File: src/rtl/core/iirl_pkg.sv
`default_nettype none

package iirl_pkg;

  localparam int DEPTH_DEF = 64;

  localparam int OP_W     = 3;
  localparam int INDEX_W  = 6;
  localparam int VALUE_W  = 32;
  localparam int STATUS_W = 2;
  localparam int COUNT_W  = 7;

  typedef enum logic [OP_W-1:0] {
    OP_WRITE     = 3'd0,
    OP_READ      = 3'd1,
    OP_APPEND    = 3'd2,
    OP_REMOVE_LAST = 3'd3,
    OP_INSERT    = 3'd4,
    OP_REMOVE_AT = 3'd5
  } op_t;

  typedef enum logic [STATUS_W-1:0] {
    ST_OK    = 2'd0,
    ST_FULL  = 2'd1,
    ST_EMPTY = 2'd2,
    ST_RANGE = 2'd3
  } status_t;

  // Broadcast to every cell for one request.
  typedef struct packed {
    logic load;   // cell at pos takes the request value
    logic open;   // cells above pos up to count take their lower neighbor
    logic close;  // cells from pos below count-1 take their upper neighbor
  } cell_cmd_t;

endpackage

`default_nettype wire

File: src/rtl/core/iirl_cell.sv
`default_nettype none

module iirl_cell #(
  parameter int POS_W = 7,
  parameter int SLOT  = 0
) (
  input  wire logic                         clk,
  input  wire iirl_pkg::cell_cmd_t          cmd,
  input  wire logic [POS_W-1:0]             pos,
  input  wire logic [POS_W-1:0]             count,
  input  wire logic [iirl_pkg::VALUE_W-1:0] value,
  input  wire logic [iirl_pkg::VALUE_W-1:0] prev_data,
  input  wire logic [iirl_pkg::VALUE_W-1:0] next_data,
  input  wire logic                         rd_en,
  input  wire logic [POS_W-1:0]             rd_pos,
  output logic      [iirl_pkg::VALUE_W-1:0] data,
  output logic      [iirl_pkg::VALUE_W-1:0] rd_data
);
  import iirl_pkg::*;

  localparam logic [POS_W-1:0] MY_POS   = POS_W'(SLOT);
  localparam logic [POS_W-1:0] MY_POS_1 = POS_W'(SLOT + 1);

  logic [VALUE_W-1:0] data_r;
  logic [VALUE_W-1:0] data_nxt;

  always_comb begin
    data_nxt = data_r;
    if (cmd.load && (MY_POS == pos)) begin
      data_nxt = value;
    end else if (cmd.open && (MY_POS > pos) && (MY_POS <= count)) begin
      data_nxt = prev_data;
    end else if (cmd.close && (MY_POS >= pos) && (MY_POS_1 < count)) begin
      data_nxt = next_data;
    end
  end

  always_ff @(posedge clk) begin
    data_r <= data_nxt;
  end

  assign data    = data_r;
  assign rd_data = (rd_en && (MY_POS == rd_pos)) ? data_r : '0;

endmodule

`default_nettype wire

File: config.mk
export PLATFORM = sky130hd
export DESIGN_NAME = iirl_cell
export DESIGN_NICKNAME = d
export VERILOG_FILES = /design/src/rtl/core/iirl_pkg.sv /design/src/rtl/core/iirl_cell.sv
export SDC_FILE = /design/constraint.sdc
export NUM_CORES = 1
export LEC_CHECK = 0
export BUFFER_PORTS_ARGS = -buffer_cell sky130_fd_sc_hd__buf_2
export CAP_MARGIN = 20
export CORE_MARGIN = 2
export CORE_UTILIZATION = 31
export CTS_CLUSTER_SIZE = 24
export DETAILED_ROUTE_END_ITERATION = 12
export PLACE_DENSITY_LB_ADDON = 0.25
export SYNTH_ARGS = -nofsm -noshare
export SYNTH_HDL_FRONTEND = slang
export SYNTH_SLANG_ARGS = --single-unit
export TNS_END_PERCENT = 20
File: constraint.sdc
create_clock -name clk -period 5.05 [get_ports clk]
set_clock_uncertainty 0.2 [all_clocks]
set_input_delay 0.505 -clock clk [delete_from_list [all_inputs] [get_ports clk]]
set_output_delay 0.505 -clock clk [all_outputs]
set_load 0.05 [all_outputs]
=== Yosys cells after proc, flatten, opt, wreduce, memory -nomap -nowiden ===
Cells that the tools add are included.

* Logic and storage cells: 18
* Register bits: 32

* Reductions and logical operators: 9
* Multiplexer cells: 4
* Magnitude comparators: 4

{| class="wikitable"
|+ Operator list
! kind !! count
|-
| $mux W32 || 4
|-
| $logic_not A7 Y1 || 2
|-
| $ge A1 B7 Y1 const A || 1
|-
| $gt A1 B7 Y1 const A || 1
|-
| $le A1 B7 Y1 const A || 1
|-
| $lt A1 B7 Y1 const A || 1
|-
| $logic_and A1 B1 Y1 || 6
|-
| $reduce_bool A3 Y1 || 1
|}

=== Longest topological paths before layout ===
* Depth in word-level cells: 6
* Mapped depth: 4

=== Worst setup path after synthesis ===
Ideal clock, no wire load.

* Kind: input to register
* Start point: input port pos[3]
* End point: register data_r[0] (netlist: data[0]), enable pin
* Library setup time: 461 ps
* Stages: 3
* Arrival: 3218 ps
* Data required time: 4389 ps
* Setup slack: 1170 ps
* Cell sequence: nor4_2 -> o211ai_1 -> nor3_1

* Longest elaborated chain between the ends: 4

{| class="wikitable"
|+ RTL lines
! element !! line !! text
|-
| start: declaration || iirl_cell.sv:9 || <nowiki>input wire logic [POS_W-1:0] pos,</nowiki>
|-
| $gt A1 B7 Y1 / $ge A1 B7 Y1 (equally long branches) || iirl_cell.sv:31, iirl_cell.sv:33 ||
|-
| $logic_and A1 B1 Y1 (on tied branches) (2 in a row) || iirl_cell.sv:31, iirl_cell.sv:33 ||
|-
| $reduce_bool A3 Y1 (no source line) * || n/a ||
|-
| end signal: assignment || iirl_cell.sv:39 || <nowiki>data_r <= data_nxt;</nowiki>
|-
| end: declaration || iirl_cell.sv:24 || <nowiki>logic [VALUE_W-1:0] data_r;</nowiki>
|}

Every way passes the cells marked *; elsewhere a longest branch is shown, timed or not.
A chain may end at the register's enable or synchronous reset.

=== Worst setup path in the final report ===
* Start point: input port rd_pos[1]
* End point: output port rd_data[5] (netlist name)

* Longest elaborated chain between the ends: 3

{| class="wikitable"
|+ RTL lines
! element !! line !! text
|-
| start: declaration || iirl_cell.sv:15 || <nowiki>input wire logic [POS_W-1:0] rd_pos,</nowiki>
|-
| $logic_not A7 Y1 || iirl_cell.sv:43 || <nowiki>assign rd_data = (rd_en && (MY_POS == rd_pos)) ? data_r : '0;</nowiki>
|-
| $logic_and A1 B1 Y1 || iirl_cell.sv:43 ||
|-
| $mux W32 || iirl_cell.sv:43 ||
|-
| end: declaration || iirl_cell.sv:17 || <nowiki>output logic [iirl_pkg::VALUE_W-1:0] rd_data</nowiki>
|}

Every way passes these cells.

==> results.toml <==
[floorplan]
ioPinCount = 186
core_sq_um = 5470
die_h_um = 79.3
start_util = 0.321
dieWidth_um = 79.3
dieArea_sq_um = 6280
rows = 27

[global_route]
grt_max_degree = 33
grt_usage = 0.130
antenna_found_initial = 0
grt_pass1_vias = 1282
grt_overflow = 0
grt_pass1_wl_um = 6150

[logic_synthesis]
synth_nets = 234
yosys_warnings = 0
syn_area_per_cell_sq_um = 15.7
synthDistinctLibCells = 14
yosysSeqAreaShare = 0.547
ys_ff_latch = 32
netlist_instances = 112
synth_area_sq_um = 1760

[clock_tree]
clock_path_buffers = 2
clock-root-buffer = "clkbuf_8"
cts_setup_buffers = 0
numCtsBuffers = 5
cts_sinks = 32
clk_pin_slew_worst_paths_ns = 0.06
htreeDepth = 2
cts_tree = "done"
cts_hold_buf = 0
post_cts_resize_count = 0

[drt]
drtAntennaViolNets = 0
wl_per_cell_um = 12.8
drcViolationCount = 0
via_per_inst = 4.28
wirelength_um = 4320
firstDrtPassIters = 4
initialDrtViolationCount = 38
num_vias = 1445

[sta]
rsz0062_at_grt = "false"
hold_violations = 0
max_freq_mhz = 348
fin_tns_setup_ns = 0
period_minus_slack_ns = 2.87
slew_headroom = 0.422
final.period_utilization = 0.569
worst_pin_slew_ns = 0.867
setup_viol = 0
slew_violations = 0

[setup_path]
cp.required_ns = 4.35
cp.arrival_ns = 2.17
criticalPathCategory = "in -> out"
crit_path_max_fanout = 32
critPathSlowestCell = "and4b_1"
start_kind = "input port"
path_cells = "buf_2 > nor4_1 > and4b_1 > and2_1 > buf_2"
cp_slowest_stage_delay_ns = 0.81
cp-endpoint = "rd_data[5]"
crit_top_cell = "buf_2"
crit_start = "rd_pos[1]"
end_kind = "output pin"

[run]
drv_cap = 0

[placed_design]
gp_congestion = 0.685
dp.final_hpwl_um = 3400
port_buffers = 151
dp.cells = 331

[layout]
finalNonFillerCells = 338
final_nets = 388
fillers = 536
area_growth_pct = 51.1
drive_above_1_share = 0.726
diodes = 0
largest_register_ffs = 32

[min_path]
hold_class = "in -> reg"
worstHoldStart = "next_data[9]"

[power]
power_density_nw_per_um2 = 201
ir_drop_mv = 0.0977
power.leakage_nw = 1.41

[run_status]
status = "completed"
-- synthesized netlist by cell type --
library cell / count / share of area
nor3_1: 1 / 0.0028
edfxtp_1: 32 / 0.55
nor2_1: 2 / 0.0043
mux2_2: 2 / 0.013
nor4_2: 1 / 0.0071
and4b_1: 1 / 0.0057
mux2_4: 30 / 0.26
clkbuf_1: 3 / 0.0064
o211ai_1: 1 / 0.0043
nor4_1: 2 / 0.0071
and2_1: 32 / 0.11
buf_6: 3 / 0.019
or4_1: 1 / 0.0043
nand4b_2: 1 / 0.0085
-- cell type report --
type / count / area [sq um] / share of cell area
clock inverters: 2 / 7.51 / 0.00283
clock buffers: 5 / 68.8 / 0.0259
well taps: 72 / 90.1 / 0.0339
multi-input cells: 74 / 756 / 0.285
flip-flops and latches: 32 / 961 / 0.362
repair buffers: 153 / 771 / 0.290
-- stage by stage --
stage	total power, mW	util	hold WS [ns]	worst slack [ns]	cell area [sq um]
final	0.533	0.485	0.330	2.18	2650
after global routing	0.561	0.485	0.313	1.95	2650
after CTS	0.543	0.485	0.316	2.12	2650
after detailed placement	0.365	0.471	0.608	2.10	2580
after global placement	0.364	0.471	0.606	2.20	2580
after floorplan	0.328	-	0.522	1.17	1760
-- worst min path at each step --
stage	to	slack [ns]	depth (start not counted)
4_1_cts	data[28]	0.32	2
5_1_grt	data[24]	0.31	2
2_1_floorplan	data[10]	0.52	1
3_5_place_dp	data[28]	0.61	2
3_3_place_gp	data[3]	0.61	2
6_report	data[9]	0.33	2
-- cells by family after synthesis --
family          synth area share
buf+inv                   0.0256
flops                      0.547
simple gates               0.154
compound gates           0.00428
mux                        0.269
-- critical path, delay by kind of cell --
kind	cells	cell delay [ns]
and+or+nand+nor	3	1.30
buffers and inverters	2	0.36
-- cell usage in the layout (no fill, tap or decap) --
cell type	instances
mux2_2	2
and4b_1	1
buf_2	151
nor2_1	2
edfxtp_1	32
mux2_4	30
buf_4	2
nor4_2	1
clkbuf_8	5
nor3_2	1
o211ai_1	1
nor4_1	2
or4_1	1
nand4b_2	1
clkinv_1	2
and2_1	32
-- where the power goes --
group | internal, mW | switching, mW | leakage [nW]
Sequential | 0.294 | 0.000557 | 0.288
Combinational | 0.0427 | 0.0214 | 1.08
Clock | 0.0907 | 0.0843 | 0.0391
Total | 0.427 | 0.106 | 1.41
-- routing by layer --
layer | wire [um] | vias to the layer above | GRT usage | share of wire
met5 | 0 | - | 0 | 0
li1 | - | 715 | - | -
met3 | 434 | 2 | 0.0420 | 0.10
met4 | 34 | 0 | 0.0466 | 0.0079
met2 | 2280 | 86 | 0.242 | 0.53
met1 | 1570 | 642 | 0.137 | 0.36
Power figures use the tool's default switching activity.
